`src/rtl/pbrm_pkg.sv`:
```
package pbrm_pkg;

  // Bitmap geometry
  localparam int unsigned BITMAP_BYTES = 131072;
  localparam int unsigned PAGE_BYTES   = 4096;
  localparam int unsigned PAGE_SHIFT   = $clog2(PAGE_BYTES);
  localparam int unsigned MEM_AW       = $clog2(BITMAP_BYTES);
  localparam int unsigned PAGE_IDX_W   = MEM_AW + 3;       // page number inside the bitmap
  localparam int unsigned PG_W         = PAGE_IDX_W + 1;   // also holds the page limit

  // Field widths
  localparam int unsigned ADDR_W      = 64;
  localparam int unsigned TYPE_W      = 32;
  localparam int unsigned BYTE_IDX_W  = 17;
  localparam int unsigned COUNT_W     = 21;
  localparam int unsigned KADDR_W     = 32;
  localparam int unsigned CFG_IDX_W   = 1;
  localparam int unsigned FULL_PG_W   = ADDR_W + 1 - PAGE_SHIFT;  // page of a 65-bit end address
  localparam int unsigned KS_PG_W     = KADDR_W - PAGE_SHIFT + 1;
  localparam int unsigned KE_PG_W     = KADDR_W - PAGE_SHIFT;

  // First page number past the bitmap
  localparam logic [FULL_PG_W-1:0] LIMIT_PG = FULL_PG_W'(64'(BITMAP_BYTES) * 64'd8);

  // Operation codes
  localparam logic OP_REGION = 1'b0;
  localparam logic OP_READ   = 1'b1;

  // Memory map type that marks usable memory
  localparam logic [TYPE_W-1:0] TYPE_AVAIL = TYPE_W'(1);

  // Register indexes and reset values
  localparam logic [CFG_IDX_W-1:0] CFG_KSTART = CFG_IDX_W'(0);
  localparam logic [CFG_IDX_W-1:0] CFG_KEND   = CFG_IDX_W'(1);
  localparam logic [KADDR_W-1:0]   KSTART_RST = 32'hFFFF_FFFF;
  localparam logic [KADDR_W-1:0]   KEND_RST   = 32'h0000_0000;

  // Kernel range expressed in pages: excluded iff start_pg <= p <= end_pg
  typedef struct packed {
    logic [KS_PG_W-1:0] start_pg;
    logic [KE_PG_W-1:0] end_pg;
  } kpg_t;

  // Classified command from front to back
  typedef struct packed {
    logic                  op;
    logic                  run;       // region has pages to walk inside the bitmap
    logic [PG_W-1:0]       first_pg;
    logic [PG_W-1:0]       top_pg;    // one past the last page to walk
    logic                  beyond;
    logic                  last;
    logic [BYTE_IDX_W-1:0] byte_idx;
  } cmd_t;

  // Lowest page whose address is at or above addr
  function automatic logic [KS_PG_W-1:0] ceil_page(input logic [KADDR_W-1:0] addr);
    logic [KS_PG_W-1:0] pg;
    pg = KS_PG_W'(addr[KADDR_W-1:PAGE_SHIFT]) + KS_PG_W'(|addr[PAGE_SHIFT-1:0]);
    return pg;
  endfunction

  // Page holding addr
  function automatic logic [KE_PG_W-1:0] floor_page(input logic [KADDR_W-1:0] addr);
    return addr[KADDR_W-1:PAGE_SHIFT];
  endfunction

endpackage

```
`src/rtl/pbrm_cmd_fifo.sv`:
```
module pbrm_cmd_fifo (
  input  logic            clk_i,
  input  logic            rst_ni,
  input  logic            push_i,
  input  pbrm_pkg::cmd_t  cmd_i,
  output logic            full_o,
  input  logic            pop_i,
  output pbrm_pkg::cmd_t  cmd_o,
  output logic            empty_o
);
  import pbrm_pkg::*;

  localparam int unsigned DEPTH = 2;
  localparam int unsigned PTR_W = $clog2(DEPTH);

  cmd_t             slot_q [DEPTH];
  logic [PTR_W-1:0] wr_ptr_q, rd_ptr_q;
  logic [PTR_W:0]   cnt_q;
  logic             do_push, do_pop;

  assign full_o  = (cnt_q == (PTR_W+1)'(DEPTH));
  assign empty_o = (cnt_q == '0);
  assign do_push = push_i && !full_o;
  assign do_pop  = pop_i && !empty_o;
  assign cmd_o   = slot_q[rd_ptr_q];

  // Pointers and fill level
  always_ff @(posedge clk_i or negedge rst_ni) begin
    if (!rst_ni) begin
      wr_ptr_q <= '0;
      rd_ptr_q <= '0;
      cnt_q    <= '0;
    end else begin
      if (do_push) begin
        wr_ptr_q <= wr_ptr_q + PTR_W'(1);
      end
      if (do_pop) begin
        rd_ptr_q <= rd_ptr_q + PTR_W'(1);
      end
      if (do_push && !do_pop) begin
        cnt_q <= cnt_q + (PTR_W+1)'(1);
      end else if (do_pop && !do_push) begin
        cnt_q <= cnt_q - (PTR_W+1)'(1);
      end
    end
  end

  always_ff @(posedge clk_i) begin
    if (do_push) begin
      slot_q[wr_ptr_q] <= cmd_i;
    end
  end

endmodule

```
`config.mk`:
```
export PLATFORM = sky130hd
export DESIGN_NAME = pbrm_cmd_fifo
export DESIGN_NICKNAME = d
export VERILOG_FILES = /design/src/rtl/pbrm_pkg.sv /design/src/rtl/pbrm_cmd_fifo.sv
export SDC_FILE = /design/constraint.sdc
export NUM_CORES = 1
export LEC_CHECK = 0
export BUFFER_PORTS_ARGS = -buffer_cell sky130_fd_sc_hd__buf_2
export CAP_MARGIN = 20
export CORE_MARGIN = 2
export CORE_UTILIZATION = 30
export CTS_BUF_LIST = sky130_fd_sc_hd__clkbuf_4 sky130_fd_sc_hd__clkbuf_8
export CTS_CLUSTER_DIAMETER = 80
export CTS_CLUSTER_SIZE = 24
export DETAILED_ROUTE_END_ITERATION = 8
export PLACE_DENSITY_LB_ADDON = 0.08
export SLEW_MARGIN = 20
export SYNTH_ARGS = -nofsm -noshare
export SYNTH_HDL_FRONTEND = slang
export SYNTH_SLANG_ARGS = --single-unit
export TNS_END_PERCENT = 20
```
`constraint.sdc`:
```
create_clock -name clk_i -period 8.7 [get_ports clk_i]
set_clock_uncertainty 0.15 [all_clocks]
set_input_delay 0.435 -clock clk_i [delete_from_list [all_inputs] [get_ports clk_i]]
set_output_delay 0.435 -clock clk_i [all_outputs]
set_load 0.05 [all_outputs]
```
==> impl_metrics.tcl <==
set metrics [dict create \
    finalHoldWorstSlack_ns 0.0471 \
    finalMaxSlewViolations 0 \
    grt_pass1_wl_mm 14.1 \
    cts_root_buf "clkbuf_8" \
    end_kind "primary output" \
    status "finished, final reports clean" \
    ys_warn_count 0 \
    synth_nets 283 \
    synth_cell_type_count 15 \
    ir_drop_mv 0.173 \
    top_usage_layer "met2" \
    htreeDepth 4 \
    yosys.area.top_type_share_pct 75.0 \
    crit_path_start_kind "flip-flop" \
    arrival_ns 2.48 \
    wire_per_inst_um 15.0 \
    critPathRequiredTime_ns 8.12 \
    totalWireLength_mm 9.37 \
    power.density_nw_per_um2 376 \
    hold_violations 0 \
    place.gp.congestion 0.653 \
    synth_top_area_cell "edfxtp_1" \
    syn_area_um2 5040 \
    worstMarginPinSlew_ns 0.981 \
    crit_fanout 33 \
    fp.dieH_um 134 \
    antenna_found_initial 0 \
    design.core.area_um2 16500 \
    rsz0062_at_grt "false" \
    hold_path_class "primary input to flip-flop" \
    path_clk_slew_ns 0.07 \
    fin_tns_setup_ns 0 \
    synth.avg_cell_area_um2 23.5 \
    drc 0 \
    die_area_um2 17900 \
    die_w_um 134 \
    io_pins 132 \
    cts_buffer_depth 2 \
    io_buffers 131 \
    cts_resized 0 \
    grtUsageTotal_pct 11.0 \
    crit_type "flip-flop to primary output" \
    timing.slew.headroom_pct 34.4 \
    num_vias 2509 \
    use_met1_pct 12.0 \
    drive_above_1_share_pct 56.8 \
    start_util_pct 30.5 \
    syn_inst 215 \
    ys_seq_area_share_pct 77.0 \
    drv_cap 0 \
    grt_max_degree 64 \
    cts_sinks 130 \
    clk-insertion-delay-late_ns 0.42 \
    first_global_vias 2653 \
    met3_usage_pct 5.25 \
    synth_area_leaders "edfxtp_1 75%, mux2_4 18%, buf_12 2.4%, dfrtp_1 2.0%, mux2_2 0.89%" \
    rows 47 \
    area_growth_pct 29.9 \
    drt_iter0_drc 122 \
    ys_ff_latch 130 \
    avgViaCountPerCell 4.01 \
    gr-total-overflow 0 \
    drtAntennaViolNets 0 \
    fmax_ghz 0.326 \
    num_antenna_cells 0 \
    setup_viol 0 \
    cts_tree "yes" \
    leakage_nw 2.61 \
    post-cts-setup-buffers 0 \
    first_pass_iters 4 \
    cts_inserted_buffers 17 \
    period_share_pct 35.2 \
    min_period_ns 3.06 \
    hpwlAfterDp_mm 5.59 \
    fin_nets 460 \
    use_met2_pct 18.1 \
]
kinds of logic (layout without fill, tap and decap cells):
logic type / Yosys count / count (layout) / share of synthesized area (%)
DFF: 130 / 130 / 77.0
and+or+nand+nor: 6 / 6 / 0.546
buffers and inverters: 9 / 199 / 2.75
muxes: 63 / 63 / 18.5
AOI/OAI and AO/OA: 1 / 1 / 0.0992
xor gates and xnor gates: 5 / 5 / 0.869
adders and majority gates: 1 / 1 / 0.248
per-stage QoR:
stage	cells	worst slack [ns]	util (%)	total power, mW	area, um2
global placement	561	6.01	35.5	2.03	5870
floorplan	215	4.78	-	1.87	5040
detailed placement	561	5.93	35.5	2.04	5870
global route	625	5.45	39.6	2.59	6550
CTS	618	5.50	39.2	2.51	6480
finish	625	5.64	39.6	2.46	6550
timing repair:
action,CTS,global route
endpoints found under the hold margin,50,13
hold buffers,25,7
endpoints found under the setup margin,0,0
cell type report:
| cell class | instances | area [um2] |
|---|---|---|
| Fill cell | 1592 | 9980 |
| Sequential cell | 130 | 3890 |
| Multi-Input combinational cell | 76 | 1030 |
| Timing Repair Buffer | 165 | 991 |
| Tap cell | 220 | 275 |
| Clock buffer | 21 | 264 |
| Clock inverter | 11 | 90.1 |
| Inverter | 2 | 7.51 |
flip-flops by register name, indices dropped and copies added (netlist names):
name and cells:
cnt_q 2, slot_q 126, wr_ptr_q 1, rd_ptr_q 1
worst max-delay path, stage by stage (launching register included):
cell     delay [ns]
dfrtp_4        0.84
buf_4          0.63
mux2_4         0.36
buf_2          0.21
Yosys cell counts:
library cell / instances
xor2_1: 2
mux2_2: 4
o21ai_1: 1
xnor2_1: 3
inv_1: 2
nand2_1: 1
dfrtp_1: 4
and3_1: 1
mux2_4: 59
ha_1: 1
edfxtp_1: 126
buf_12: 6
nor2_1: 3
buf_6: 1
nand2b_1: 1
cells in the final DEF (no fill, tap or decap), drive strengths merged:
cell type    count
xor2             2
nand2b           1
buf            133
inv              2
and3             1
clkinvlp         3
dfrtp            4
mux2            63
o21ai            1
edfxtp         126
clkbuf          21
clkinv           7
bufinv           1
nor2             3
ha               1
nand2            1
dlygate4sd3     32
xnor2            3
metal layers:
layer / wire (um) / vias to the layer above
met1: 3880 / 1216
met3: 655 / 15
met2: 4670 / 77
li1: - / 1201
met5: 0 / -
met4: 170 / 0
where the power goes:
| part | total [mW] | internal (mW) | switching [mW] | leakage (nW) |
|---|---|---|---|---|
| clock network | 0.456 | 0.234 | 0.222 | 0.180 |
| registers | 0.938 | 0.859 | 0.0787 | 1.22 |
| logic | 1.07 | 0.348 | 0.721 | 1.22 |
path summary, 6_finish.rpt:
path                       startpoint       endpoint  slack [ns]  depth (start not counted)
min reg2reg                  cnt_q[1]       cnt_q[1]        0.38                          1
max in group asynchronous      rst_ni       rd_ptr_q        8.05                          2
min                         cmd_i[36]  slot_q[1][36]        0.05                          1
max reg2reg                  cnt_q[0]   slot_q[0][0]        6.05                          4
min in group asynchronous      rst_ni       cnt_q[1]        0.20                          2
max                          rd_ptr_q      cmd_o[28]        5.64                          3
Power figures use the tool's default switching activity.
