===== src/rtl/pbrm_pkg.sv =====
package pbrm_pkg;

  // Bitmap geometry
  localparam int unsigned BITMAP_BYTES = 131072;
  localparam int unsigned PAGE_BYTES   = 4096;
  localparam int unsigned PAGE_SHIFT   = $clog2(PAGE_BYTES);
  localparam int unsigned MEM_AW       = $clog2(BITMAP_BYTES);
  localparam int unsigned PAGE_IDX_W   = MEM_AW + 3;       // page number inside the bitmap
  localparam int unsigned PG_W         = PAGE_IDX_W + 1;   // also holds the page limit

  // Field widths
  localparam int unsigned ADDR_W      = 64;
  localparam int unsigned TYPE_W      = 32;
  localparam int unsigned BYTE_IDX_W  = 17;
  localparam int unsigned COUNT_W     = 21;
  localparam int unsigned KADDR_W     = 32;
  localparam int unsigned CFG_IDX_W   = 1;
  localparam int unsigned FULL_PG_W   = ADDR_W + 1 - PAGE_SHIFT;  // page of a 65-bit end address
  localparam int unsigned KS_PG_W     = KADDR_W - PAGE_SHIFT + 1;
  localparam int unsigned KE_PG_W     = KADDR_W - PAGE_SHIFT;

  // First page number past the bitmap
  localparam logic [FULL_PG_W-1:0] LIMIT_PG = FULL_PG_W'(64'(BITMAP_BYTES) * 64'd8);

  // Operation codes
  localparam logic OP_REGION = 1'b0;
  localparam logic OP_READ   = 1'b1;

  // Memory map type that marks usable memory
  localparam logic [TYPE_W-1:0] TYPE_AVAIL = TYPE_W'(1);

  // Register indexes and reset values
  localparam logic [CFG_IDX_W-1:0] CFG_KSTART = CFG_IDX_W'(0);
  localparam logic [CFG_IDX_W-1:0] CFG_KEND   = CFG_IDX_W'(1);
  localparam logic [KADDR_W-1:0]   KSTART_RST = 32'hFFFF_FFFF;
  localparam logic [KADDR_W-1:0]   KEND_RST   = 32'h0000_0000;

  // Kernel range expressed in pages: excluded iff start_pg <= p <= end_pg
  typedef struct packed {
    logic [KS_PG_W-1:0] start_pg;
    logic [KE_PG_W-1:0] end_pg;
  } kpg_t;

  // Classified command from front to back
  typedef struct packed {
    logic                  op;
    logic                  run;       // region has pages to walk inside the bitmap
    logic [PG_W-1:0]       first_pg;
    logic [PG_W-1:0]       top_pg;    // one past the last page to walk
    logic                  beyond;
    logic                  last;
    logic [BYTE_IDX_W-1:0] byte_idx;
  } cmd_t;

  // Lowest page whose address is at or above addr
  function automatic logic [KS_PG_W-1:0] ceil_page(input logic [KADDR_W-1:0] addr);
    logic [KS_PG_W-1:0] pg;
    pg = KS_PG_W'(addr[KADDR_W-1:PAGE_SHIFT]) + KS_PG_W'(|addr[PAGE_SHIFT-1:0]);
    return pg;
  endfunction

  // Page holding addr
  function automatic logic [KE_PG_W-1:0] floor_page(input logic [KADDR_W-1:0] addr);
    return addr[KADDR_W-1:PAGE_SHIFT];
  endfunction

endpackage


===== src/rtl/pbrm_front.sv =====
module pbrm_front (
  input  logic                              clk_i,
  input  logic                              rst_ni,
  input  logic                              push_i,
  output logic                              full_o,
  input  logic                              operation_i,
  input  logic [pbrm_pkg::ADDR_W-1:0]       region_base_i,
  input  logic [pbrm_pkg::ADDR_W-1:0]       region_length_i,
  input  logic [pbrm_pkg::TYPE_W-1:0]       region_type_i,
  input  logic [pbrm_pkg::BYTE_IDX_W-1:0]   byte_index_i,
  input  logic                              last_region_i,
  input  pbrm_pkg::kpg_t                    kpg_i,
  output pbrm_pkg::cmd_t                    cmd_o,
  output logic                              cmd_push_o,
  input  logic                              cmd_full_i
);
  import pbrm_pkg::*;

  logic                   s1_valid_q;
  logic                   op_q, avail_q, last_q;
  logic [FULL_PG_W-1:0]   first_q, stop_q;
  logic [BYTE_IDX_W-1:0]  bidx_q;
  logic                   accept;
  logic [ADDR_W:0]        end_sum;

  logic                   nonempty, over, excl_lo, excl_hi, region_go;
  logic [FULL_PG_W-1:0]   bl, ks_ext, ke_ext;

  // Stage one holds one beat until the queue takes it
  assign full_o     = s1_valid_q && cmd_full_i;
  assign accept     = push_i && !full_o;
  assign cmd_push_o = s1_valid_q && !cmd_full_i;

  // 65-bit end address so base + length cannot wrap
  assign end_sum = {1'b0, region_base_i} + {1'b0, region_length_i};

  always_ff @(posedge clk_i or negedge rst_ni) begin
    if (!rst_ni) begin
      s1_valid_q <= 1'b0;
    end else if (accept) begin
      s1_valid_q <= 1'b1;
    end else if (cmd_push_o) begin
      s1_valid_q <= 1'b0;
    end
  end

  // Round start up and end down to page boundaries
  always_ff @(posedge clk_i) begin
    if (accept) begin
      op_q    <= operation_i;
      avail_q <= (region_type_i == TYPE_AVAIL);
      last_q  <= last_region_i;
      bidx_q  <= byte_index_i;
      first_q <= FULL_PG_W'(region_base_i[ADDR_W-1:PAGE_SHIFT])
                 + FULL_PG_W'(|region_base_i[PAGE_SHIFT-1:0]);
      stop_q  <= end_sum[ADDR_W:PAGE_SHIFT];
    end
  end

  // Classify: clip to the bitmap and check the overflow ends against the kernel range
  always_comb begin
    ks_ext    = FULL_PG_W'(kpg_i.start_pg);
    ke_ext    = FULL_PG_W'(kpg_i.end_pg);
    region_go = (op_q == OP_REGION) && avail_q;
    nonempty  = first_q < stop_q;
    over      = stop_q > LIMIT_PG;
    bl        = (first_q > LIMIT_PG) ? first_q : LIMIT_PG;
    excl_lo   = (bl >= ks_ext) && (bl <= ke_ext);
    // last page (stop - 1) inside the kernel range
    excl_hi   = (stop_q > ks_ext) && (stop_q <= ke_ext + FULL_PG_W'(1));

    cmd_o.op       = op_q;
    cmd_o.run      = region_go && nonempty && (first_q < LIMIT_PG);
    cmd_o.first_pg = first_q[PG_W-1:0];
    cmd_o.top_pg   = over ? LIMIT_PG[PG_W-1:0] : stop_q[PG_W-1:0];
    cmd_o.beyond   = region_go && nonempty && over && (!excl_lo || !excl_hi);
    cmd_o.last     = last_q;
    cmd_o.byte_idx = bidx_q;
  end

endmodule


===== config.mk =====
export PLATFORM = sky130hd
export DESIGN_NAME = pbrm_front
export DESIGN_NICKNAME = d
export VERILOG_FILES = /design/src/rtl/pbrm_pkg.sv /design/src/rtl/pbrm_front.sv
export SDC_FILE = /design/constraint.sdc
export NUM_CORES = 1
export LEC_CHECK = 0
export BUFFER_PORTS_ARGS = -buffer_cell sky130_fd_sc_hd__buf_2
export CORE_MARGIN = 2
export CORE_UTILIZATION = 35
export CTS_CLUSTER_SIZE = 40
export DETAILED_ROUTE_END_ITERATION = 7
export MAX_ROUTING_LAYER = met4
export SLEW_MARGIN = 20
export SYNTH_ARGS = -nofsm -noshare
export SYNTH_HDL_FRONTEND = slang
export SYNTH_SLANG_ARGS = --single-unit

===== constraint.sdc =====
create_clock -name clk_i -period 8 [get_ports clk_i]
set_clock_uncertainty 0.1 [all_clocks]
set_input_delay 1.2 -clock clk_i [delete_from_list [all_inputs] [get_ports clk_i]]
set_output_delay 1.2 -clock clk_i [all_outputs]
set_load 0.1 [all_outputs]

==> metrics.md, run 1 <==
| Metric | Value |
|---|---|
| Worst Path Required | `6.70 ns` |
| Worst Reg-to-Reg Cells | `4` |
| Post-layout util | `43.1%` |
| # Max-Cap Violations | `0` |
| Leakage power | `5.39 nW` |
| Mapped Avg Cell Area | `9.98 sq um` |
| Crit Reg-Reg Startpoint | `s1_valid_q$_DFFE_PN0P_` |
| Area of the multi-input gates | `0.00556 sq mm` |
| First-pass GRT wire length | `40.9 mm` |
| Starting Density | `35.5%` |
| Clk buf depth | `2` |
| Core Region | `0.0278 sq mm` |
| Antenna viol nets, final | `0` |
| Initial antenna violation count | `2` |
| Final TNS setup | `0 ns` |
| Final nets | `1,559` |
| RSZ-0062 raised after global routing | `false` |
| Top delay family on crit path | `compound AO/OA/AOI/OAI gates` |
| Critical path arrival | `3.99 ns` |
| DR pass1 iterations | `5` |
| Relative slew slack | `37.7%` |
| Period utilization | `66.1%` |
| GPL Wtd Cong | `0.882` |
| P&R area growth vs syn | `21.5%` |
| Syn Nets | `1,329` |
| CTS Buf Count | `17` |
| Skew-Pair Late Insertion Delay | `0.42 ns` |
| FP Rows | `61` |
| Register area | `0.00381 sq mm` |
| Post-Layout Inst Area | `0.0120 sq mm` |
| R2R Setup Slk | `5.35 ns` |
| Pins Over Slew Limit | `0` |
| Number of synthesized flops with an enable pin | `126` |
| Max IR drop VDD | `121 uV` |
| Setup CP Type | `reg -> out` |
| Largest net degree at the start of global routing | `76` |
| Share of cells above drive strength 1 | `25.7%` |
| WL/cell | `16.8 um` |
| Ys flop type | `edfxtp_1` |
| PortBufs | `247` |
| Fillers | `2,815` |
| CP Launch Point | `first_q[22]$_DFFE_PP_` |
| Die ar. | `0.0295 sq mm` |
| Post-CTS setup buffer count | `0` |
| Vias/cell | `5.11` |
| #FFs+latches synth | `127` |
| Total power draw | `2.23 mW` |
| Slowest stage delay, CP | `0.51 ns` |
| PostCTS Resize Cnt | `0` |
| Ys Warns | `0` |
| IO Count | `289` |
| DRT Wirelength | `27.1 mm` |
| CP max FO | `2` |
| Fraction of the yosys area taken by sequential cells | `38.6%` |
| Placed insts | `1,577` |
| Slowest CP cell | `buf_2` |
| Cell depth of the worst setup path | `12` |
| Count of hold-fix buffers inserted at cts | `0` |
| Status | `completed` |
| CTS clk-pin slew, worst paths | `0.06 ns` |
| Mapped Area | `0.00986 sq mm` |
| Die Y-Extent | `172 um` |
| Final Hold Vio Count | `0` |
| HP Class | `in -> async` |
| Starting DRC count in detailed routing | `523` |
| Vias in the first global route | `7,839` |
| Synthesized instance count | `988` |
| Post-route insts no fill | `1,611` |
| Clock sinks | `127` |
| PwrDens | `186 mW/mm^2` |
| DP Area | `0.0114 sq mm` |
| Pre-CTS setup slack | `3.17 ns` |
| Worst Tran Pin Value | `0.934 ns` |
| DRC | `0` |
| Post-DP HPWL | `22.4 mm` |
| Maximum clock frequency | `0.189 GHz` |
| Minimum clock period | `5.29 ns` |
| Total GRT Usage | `18.6%` |
| H-tree levels | `4` |
| CTS tree | `yes` |
| CP Capture Type | `primary output` |
| GRT overflow | `0` |
| Distinct cells, synth | `65` |
| Hold Slack | `0.437 ns` |
| Vias | `8,233` |
| Clock tree root driver cell | `clkbuf_16` |
| Die width | `172 um` |
| Final worst setup slack | `2.71 ns` |
| CP Cell Sequence | `ha_1 -> a21oi_1 -> nor2b_1 -> o21ai_0 -> nand2b_1 -> a2111oi_0 -> o21ai_0 -> a2111oi_0 -> a2111oi_0 -> o21ai_0 -> a21boi_0 -> buf_2` |
| CP startpoint kind | `flop` |
| Finish-stage setup viols | `0` |
| Ys async rst share | `0.787%` |
| CP Buf/Inv Count | `1` |
-- power breakdown --
group	switching (mW)	internal (mW)	total (mW)
clock	0.325	0.467	0.792
sequential	0.0333	0.811	0.845
combinational	0.376	0.218	0.594
-- flip-flops by register name (all words and copies together) (netlist names) --
signal and cells:
s1_valid_q 1, stop_q 53, first_q 53, bidx_q 17, last_q 1, op_q 1, avail_q 1
-- area by class of cell --
cell class	count	share of cell area, %
multi-input cells	750	46.4
flip-flops and latches	127	31.8
repair buffers	251	10.6
well taps	378	3.95
clock buffers	17	3.55
inverters	71	2.23
clock inverters	15	1.42
diodes	2	0.0418
-- layout by cell type, fill, tap and decap left out, types with 8 or more instances in the layout --
master / count
ha_1: 117
nand2_1: 70
nand2b_1: 8
inv_1: 71
nor2_1: 54
edfxtp_1: 126
a21oi_1: 76
xor2_1: 40
buf_2: 247
nor2b_1: 8
and3_1: 35
nor3_1: 9
nand3_1: 32
clkbuf_16: 17
o21ai_0: 33
a21o_1: 47
nand4_1: 35
xnor2_1: 60
nor4_1: 29
-- worst register-to-register path: stages, from the launching register on --
cell and delay [ns]:
dfrtp_1 0.38, and2_1 0.20, nor2b_4 0.11, buf_4 0.57
buf_4 0.90
-- kinds of logic after synthesis --
group / after synthesis / synth area share (%)
buf+inv: 111 / 5.12
simple gates: 307 / 16.4
xor+xnor: 100 / 8.89
flops: 127 / 38.6
fa+ha+maj: 117 / 14.9
mux: 1 / 0.114
compound gates: 225 / 16.0
-- synthesized netlist by cell type (all sizes together), types with 2 or more instances --
| master | count | area (sq um) |
|---|---|---|
| edfxtp | 126 | 3780 |
| ha | 117 | 1460 |
| a21oi | 79 | 407 |
| inv | 71 | 267 |
| nand2 | 70 | 263 |
| xnor2 | 60 | 526 |
| nor2 | 56 | 213 |
| a21o | 49 | 370 |
| xor2 | 40 | 350 |
| and3 | 35 | 219 |
| nand4 | 35 | 219 |
| o21ai | 34 | 170 |
| nand3 | 32 | 160 |
| nor4 | 30 | 203 |
| buf | 24 | 178 |
| clkbuf | 16 | 60.1 |
| nor2b | 9 | 56.3 |
| nor3 | 9 | 45.0 |
| a2111oi | 8 | 108 |
| nand2b | 8 | 50.1 |
| o21bai | 8 | 63.8 |
| a211oi | 7 | 67.6 |
| o211ai | 7 | 57.6 |
| o21a | 7 | 52.6 |
| and4 | 6 | 52.6 |
| a31oi | 5 | 31.3 |
| o41ai | 4 | 61.3 |
| or3 | 4 | 25.0 |
| and2 | 3 | 18.8 |
| nor4b | 3 | 38.8 |
| o221ai | 3 | 32.5 |
| a21boi | 2 | 26.3 |
| a221oi | 2 | 23.8 |
| a311oi | 2 | 23.8 |
| a31o | 2 | 17.5 |
| nor3b | 2 | 15.0 |
| or2 | 2 | 12.5 |
-- path summary, 6_finish.rpt --
| kind | end |
|---|---|
| setup / recovery | cmd_o[18] |
| hold / removal | s1_valid_q$_DFFE_PN0P_ |
| setup reg to reg | first_q[51]$_DFFE_PP_ |
| hold reg to reg | s1_valid_q$_DFFE_PN0P_ |
| max in group asynchronous | s1_valid_q$_DFFE_PN0P_ |
| min in group clk_i | s1_valid_q$_DFFE_PN0P_ |
-- layer usage --
metal | part of all wire, % | track usage, % | vias to the layer above
met5 | 0 | - | -
met4 | 1.6 | 5.70 | 0
met3 | 5.3 | 3.01 | 23
met1 | 46 | 23.7 | 3864
li1 | - | - | 4139
met2 | 47 | 30.6 | 207
Power figures use the tool's default switching activity.
==> run 2: changes to the inputs <==
==> constraint.sdc (replaced) <==
create_clock -name clk_i -period 5.2 [get_ports clk_i]
set_clock_uncertainty 0.1 [all_clocks]
set_input_delay 0.78 -clock clk_i [delete_from_list [all_inputs] [get_ports clk_i]]
set_output_delay 0.78 -clock clk_i [all_outputs]
set_load 0.1 [all_outputs]
==> run 2 against run 1 <==
  * Register-to-register slack lost 1.9 ns
  * First-iteration DRC count grew 13%
  * Flip-flop and latch count stayed put
  * Core utilization is essentially flat
  * Die area unchanged
  * Global-route usage rose by 0.080 points
  * Critical path depth rose by 1
  * Total power is 52% higher
  * Cell count up 0.12%
  * Sequential power grew 54%
  * Setup slack got worse by 2.0 ns
  * Via count is 0.62% higher
  * Largest power group unchanged
==> metrics.md, run 2 (synthesis gave the netlist of run 1 again) <==
| Metric | Value |
|---|---|
| Status | `completed` |
| Clock tree root driver cell | `clkbuf_16` |
| Commonest non-fill, non-tap cell in the layout | `buf_2` |
| Final TNS setup | `0 ns (unchanged)` |
| Switching Share | `34.3% (+1.4 points)` |
| PwrDens | `283 mW/mm^2 (+52%)` |
| CTS tree | `yes` |
| GRT overflow | `0 (unchanged)` |
| Hold Slack | `0.422 ns (-0.0153 ns)` |
| Post-route insts no fill | `1,613 (+0.12%)` |
| GPL Wtd Cong | `0.888 (+0.71%)` |
| Vias/cell | `5.14 (+0.49%)` |
| P_sw | `1.16 mW (+59%)` |
| Vias | `8,284 (+0.62%)` |
| Sequential Power Share | `38.3% (+0.4 points)` |
| Core Region | `0.0278 sq mm (unchanged)` |
| Worst Hold End | `bidx_q[6]$_DFFE_PP_` |
| Skew-Pair Late Insertion Delay | `0.42 ns (about the same)` |
| Die width | `172 um (unchanged)` |
| Critical path arrival | `3.60 ns (-0.39 ns)` |
| Gate power share | `27.0% (+0.4 points)` |
| DRT Wirelength | `27.2 mm (+0.43%)` |
| P&R area growth vs syn | `21.6%` |
| Period utilization | `86.2%` |
| Antenna viol nets, final | `0 (unchanged)` |
| HP Class | `in -> reg` |
| CP Capture Type | `primary output` |
| Worst Tran Pin Value | `0.808 ns (-0.126 ns)` |
| Share of cells above drive strength 1 | `25.6% (about the same)` |
| First-pass GRT wire length | `41.1 mm (+0.56%)` |
| DP Area | `0.0114 sq mm (+0.11%)` |
| Largest registers | `first_q: 53 flops, stop_q: 53 flops, bidx_q: 17 flops` |
| Clock power share | `34.7% (-0.8 points)` |
| Final nets | `1,560 (+0.064%)` |
| Starting Density | `35.5% (unchanged)` |
| FF-to-FF End | `last_q$_DFFE_PP_` |
| DRC | `0 (unchanged)` |
| Post-layout util | `43.2% (+0.045 points)` |
| Post-DP HPWL | `22.5 mm (+0.19%)` |
| Initial antenna violation count | `3 (+1)` |
| RSZ-0062 raised after global routing | `false` |
| DR pass1 iterations | `5 (unchanged)` |
| Clock sinks | `127 (unchanged)` |
| Max IR drop VDD | `166 uV (+37%)` |
| Minimum clock period | `4.48 ns` |
| Fillers | `2,774 (-1.5%)` |
| Total GRT Usage | `18.7% (+0.080 points)` |
| Pins Over Slew Limit | `0 (unchanged)` |
| Largest net degree at the start of global routing | `127 (+67%)` |
| Hold path cells | `1` |
| Post-Layout Inst Area | `0.0120 sq mm (+0.10%)` |
| CTS Buf Count | `17 (unchanged)` |
| CTS clk-pin slew, worst paths | `0.07 ns (about the same)` |
| CP max FO | `3 (+1)` |
| WL/cell | `16.9 um (+0.31%)` |
| FP Rows | `61 (unchanged)` |
| R2R Setup Slk | `3.41 ns (-1.94 ns)` |
| IO Count | `289 (unchanged)` |
| Worst Reg-to-Reg Cells | `3 (-1)` |
| PostCTS Resize Cnt | `0 (unchanged)` |
| H-tree levels | `4 (unchanged)` |
| Int Power | `2.23 mW (+49%)` |
| PortBufs | `247 (unchanged)` |
| Vias in the first global route | `7,851 (+0.15%)` |
| Final Hold Vio Count | `0 (unchanged)` |
| Setup CP Type | `reg -> out` |
| Maximum clock frequency | `0.223 GHz` |
| Worst Path Required | `4.32 ns (-2.38 ns)` |
| Die ar. | `0.0295 sq mm (unchanged)` |
| Most frequent cells in the layout | `buf_2 (247), edfxtp_1 (126), ha_1 (117), a21oi_1 (76), inv_1 (71)` |
| Relative slew slack | `45.5% (+7.8 points)` |
| Leakage power | `5.41 nW (+0.23%)` |
| Starting DRC count in detailed routing | `589 (+13%)` |
| # Max-Cap Violations | `0 (unchanged)` |
| CP startpoint kind | `flop` |
| Crit Reg-Reg Startpoint | `s1_valid_q$_DFFE_PN0P_` |
| Die Y-Extent | `172 um (unchanged)` |
| Finish-stage setup viols | `0 (unchanged)` |
| Clk buf depth | `2 (unchanged)` |
| Hold Crit Start | `byte_index_i[6]` |
| Placed insts | `1,577 (unchanged)` |
==> run 2: metal layers <==
| metal | up-vias | share of wire (%) | track usage [%] |
|---|---|---|---|
| met4 | 0 | 1.9 | 6.28 |
| li1 | 4132 | - | - |
| met3 | 26 | 5.4 | 3.18 |
| met1 | 3884 | 46 | 24.2 |
| met5 | - | 0 | - |
| met2 | 242 | 47 | 29.8 |
==> run 2: worst max-delay path, cell delays in order, from the launching register on <==
cell and delay [ns]:
edfxtp_1 0.41, inv_1 0.07, ha_1 0.23, a21o_1 0.18
a21o_1 0.16, a21o_1 0.16, a21o_1 0.17, a21oi_1 0.13
nor2b_1 0.06, o41ai_1 0.50, a2111oi_0 0.19, o21ai_0 0.25
and3b_1 0.23, buf_2 0.43
==> run 2: how the worst max path moves through the flow <==
stage,startpoint,endpoint,cells past startpoint
after floorplan,first_q[22]$_DFFE_PP_,cmd_o[18],11
after global placement,stop_q[6]$_DFFE_PP_,cmd_o[61],13
after detailed placement,region_base_i[15],stop_q[51]$_DFFE_PP_,12
after CTS,stop_q[6]$_DFFE_PP_,cmd_o[61],13
after global routing,stop_q[22]$_DFFE_PP_,cmd_o[61],13
final,stop_q[6]$_DFFE_PP_,cmd_o[61],13
==> run 2: what timing repair did <==
action | in CTS | in global routing
setup endpoints to repair | 0 | 0
setup buffers | 0 | 0
hold buffers | 1 | 0
endpoints found under the hold margin | 1 | 0
==> run 2: final cells by class <==
class / instances / area (sq um) / area share, %
clock buffers: 17 / 425 / 3.55
flip-flops and latches: 127 / 3810 / 31.8
inverters: 71 / 267 / 2.22
repair buffers: 252 / 1290 / 10.7
diodes: 3 / 7.51 / 0.0626
multi-input cells: 750 / 5560 / 46.4
clock inverters: 15 / 158 / 1.31
well taps: 378 / 473 / 3.94
==> run 2: power groups by stage <==
stage | Clock, mW | Combinational (mW) | Sequential, mW
final | 1.18 | 0.916 | 1.30
after global routing | 1.25 | 1.01 | 1.31
after CTS | 1.20 | 0.918 | 1.30
after detailed placement | 0 | 0.912 | 1.32
after global placement | 0 | 0.900 | 1.32
after floorplan | 0 | 0.615 | 1.35
==> run 2: through the flow <==
| stage | setup WS [ns] | power (mW) |
|---|---|---|
| 6_report | 0.720 | 3.39 |
| 3_3_place_gp | 1.06 | 2.22 |
| 3_5_place_dp | 1.04 | 2.23 |
| 4_1_cts | 0.591 | 3.42 |
| 2_1_floorplan | 0.656 | 1.97 |
| 5_1_grt | 0.369 | 3.57 |
==> run 3: changes to the inputs <==
--- a/config.mk
+++ b/config.mk
@@ -5,12 +5,14 @@
 export SDC_FILE = /design/constraint.sdc
 export NUM_CORES = 1
 export LEC_CHECK = 0
+export ABC_CLOCK_PERIOD_IN_PS = 5200
 export BUFFER_PORTS_ARGS = -buffer_cell sky130_fd_sc_hd__buf_2
 export CORE_MARGIN = 2
-export CORE_UTILIZATION = 35
+export CORE_UTILIZATION = 29
 export CTS_CLUSTER_SIZE = 40
 export DETAILED_ROUTE_END_ITERATION = 7
 export MAX_ROUTING_LAYER = met4
+export RECOVER_POWER = 25
 export SLEW_MARGIN = 20
 export SYNTH_ARGS = -nofsm -noshare
 export SYNTH_HDL_FRONTEND = slang
==> run 3 against run 2 <==
  * The run now ends with max-capacitance violations, max-slew violations left
  * Sequential share of layout area shrank 0.18 points
  * First-iteration DRC count shrank 17%
  * Fmax shrank 7.9%
  * Critical path depth shrank 1
  * Register-to-register slack lost 2.1 ns
  * Sequential power is essentially flat
  * Combinational power grew 0.7%
  * Die area grew 20%
  * Setup slack lost 0.38 ns
  * Clock power is essentially flat
  * Critical endpoint is now cmd_o[18]
  * Largest cell class unchanged
  * Highest routed layer unchanged
==> metrics.md, run 3 (synthesis gave the netlist of run 1 again) <==
| Metric | Value |
|---|---|
| Status | `complete, but fails checks` |
| Failing checks | `max-capacitance violations, max-slew violations` |
| Die width | `188 um (+9.6%)` |
| Clk buf depth | `2 (unchanged)` |
| Sequential Power Share | `38.1% (-0.2 points)` |
| Starting Density | `29.4% (-6.1 points)` |
| FP Rows | `67 (+9.8%)` |
| Initial antenna violation count | `3 (unchanged)` |
| Final Hold Vio Count | `0 (unchanged)` |
| P_sw | `1.19 mW (+1.9%)` |
| CTS clk-pin slew, worst paths | `0.07 ns (about the same)` |
| Leakage power | `5.40 nW (-0.19%)` |
| Post-CTS setup buffer count | `0 (unchanged)` |
| DR pass1 iterations | `4 (-1)` |
| Clock tree root driver cell | `clkbuf_16` |
| Die Y-Extent | `188 um (+9.6%)` |
| Minimum clock period | `4.86 ns (+0.383 ns)` |
| Largest net degree at the start of global routing | `51 (-60%)` |
| First-pass GRT wire length | `43.8 mm (+6.5%)` |
| RSZ-0062 raised after global routing | `false` |
| Die ar. | `0.0355 sq mm (+20%)` |
| PwrDens | `283 mW/mm^2 (+0.23%)` |
| Final nets | `1,562 (+0.13%)` |
| PortBufs | `247 (unchanged)` |
| Gate power share | `27.0% (about the same)` |
| CP startpoint kind | `flop` |
| Vias in the first global route | `8,231 (+4.8%)` |
| Relative slew slack | `-89.5% (-140 points)` |
| P&R area growth vs syn | `22.3%` |
| Final TNS setup | `0 ns (unchanged)` |
| Most frequent cells in the layout | `buf_2 (245), edfxtp_1 (126), ha_1 (117), a21oi_1 (76), inv_1 (71)` |
| Vias/cell | `4.91 (-4.5%)` |
| PostCTS Resize Cnt | `0 (unchanged)` |
| Total GRT Usage | `16.4% (-2.4 points)` |
| Finish-stage setup viols | `0 (unchanged)` |
| Starting DRC count in detailed routing | `489 (-17%)` |
| CTS tree | `yes` |
| Antenna viol nets, final | `0 (unchanged)` |
| HP Class | `in -> reg` |
| CP max FO | `2 (-1)` |
| Period utilization | `93.5% (+7.4 points)` |
| Switching Share | `34.7% (+0.38 points)` |
| Commonest non-fill, non-tap cell in the layout | `buf_2` |
| Pins Over Slew Limit | `79 (+79)` |
| Worst Path Required | `4.32 ns (about the same)` |
| Post-DP HPWL | `23.7 mm (+5.5%)` |
| CTS Buf Count | `17 (unchanged)` |
| Share of cells above drive strength 1 | `25.3% (-0.37 points)` |
| Critical path arrival | `3.98 ns (+0.38 ns)` |
| Clock sinks | `127 (unchanged)` |
| Total power draw | `3.42 mW (+0.81%)` |
| IO Count | `289 (unchanged)` |
| WL/cell | `16.8 um (-0.57%)` |
| Maximum clock frequency | `0.206 GHz (-7.9%)` |
| Skew-Pair Late Insertion Delay | `0.43 ns (about the same)` |
| Clock power share | `34.9% (+0.2 points)` |
| GPL Wtd Cong | `0.929 (+4.6%)` |
| Largest registers | `first_q: 53 flops, stop_q: 53 flops, bidx_q: 17 flops` |
| Setup CP Type | `reg -> out` |
| GRT overflow | `0 (unchanged)` |
| Core Region | `0.0335 sq mm (+21%)` |
| H-tree levels | `4 (unchanged)` |
| CP Capture Type | `primary output` |
| Max IR drop VDD | `194 uV (+17%)` |
| DRT Wirelength | `28.3 mm (+3.9%)` |
| Vias | `8,265 (-0.23%)` |
| Int Power | `2.23 mW (+0.23%)` |
| # Max-Cap Violations | `2 (+2)` |
| Worst Tran Pin Value | `2.84 ns (+2.03 ns)` |
| DRC | `0 (unchanged)` |
-- run 3: routing by layer --
layer / vias to the layer above / global-route usage [%] / routed length [um]
met5: - / - / 0
met4: 0 / 5.59 / 647
met3: 32 / 2.46 / 1350
met2: 246 / 25.4 / 12700
met1: 3840 / 21.8 / 13600
li1: 4147 / - / -
-- run 3: worst paths after layout --
path / startpoint / endpoint / slack, ns / depth (start not counted)
setup / recovery: first_q[22]$_DFFE_PP_ / cmd_o[18] / 0.34 / 12
hold / removal: operation_i / op_q$_DFFE_PP_ / 0.42 / 1
setup reg to reg: s1_valid_q$_DFFE_PN0P_ / stop_q[38]$_DFFE_PP_ / 1.29 / 3
hold reg to reg: s1_valid_q$_DFFE_PN0P_ / s1_valid_q$_DFFE_PN0P_ / 0.59 / 2
max in group asynchronous: rst_ni / s1_valid_q$_DFFE_PN0P_ / 4.37 / 2
min in group asynchronous: rst_ni / s1_valid_q$_DFFE_PN0P_ / 0.55 / 2
-- run 3: what timing repair did --
item	CTS	global route
hold buffers	1	0
endpoints found under the hold margin	1	0
setup endpoints to repair	0	0
-- run 3: stage by stage --
| stage | cell area, sq um | instances | util, % | setup slack, ns | hold slack, ns |
|---|---|---|---|---|---|
| final | 12100 | 1685 | 36.0 | 0.337 | 0.418 |
| after global placement | 11500 | 1648 | 34.2 | 0.918 | 0.454 |
| after CTS | 12100 | 1681 | 36.0 | 0.335 | 0.391 |
| after detailed placement | 11500 | 1648 | 34.2 | 0.831 | 0.456 |
| after floorplan | 9860 | 988 | - | 0.656 | 0.384 |
| after global routing | 12100 | 1685 | 36.0 | 0.0421 | 0.401 |
-- run 3: cell type report --
type,instances,area (sq um)
Sequential cell,127,3810
Clock buffer,17,425
Timing Repair Buffer,254,1280
Fill cell,3409,21500
Tap cell,448,561
Inverter,71,267
Antenna cell,3,7.51
Clock inverter,15,159
Multi-Input combinational cell,750,5550
-- run 3: worst max-delay path: stages, from the launching register on --
cell,delay (ns)
edfxtp_1,0.41
ha_1,0.33
a21oi_1,0.16
nor2b_1,0.06
o21ai_0,0.15
nand2b_1,0.08
a2111oi_0,0.39
o21ai_0,0.24
a2111oi_0,0.43
a2111oi_0,0.17
o21ai_0,0.30
a21boi_1,0.34
buf_2,0.49
-- run 3: power by group through the flow --
stage               logic (mW)  registers, mW  clock network (mW)
floorplan                0.615           1.35                   0
global placement         0.907           1.32                   0
detailed placement       0.917           1.32                   0
CTS                      0.923           1.30                1.22
global route              1.02           1.31                1.25
finish                   0.922           1.30                1.19
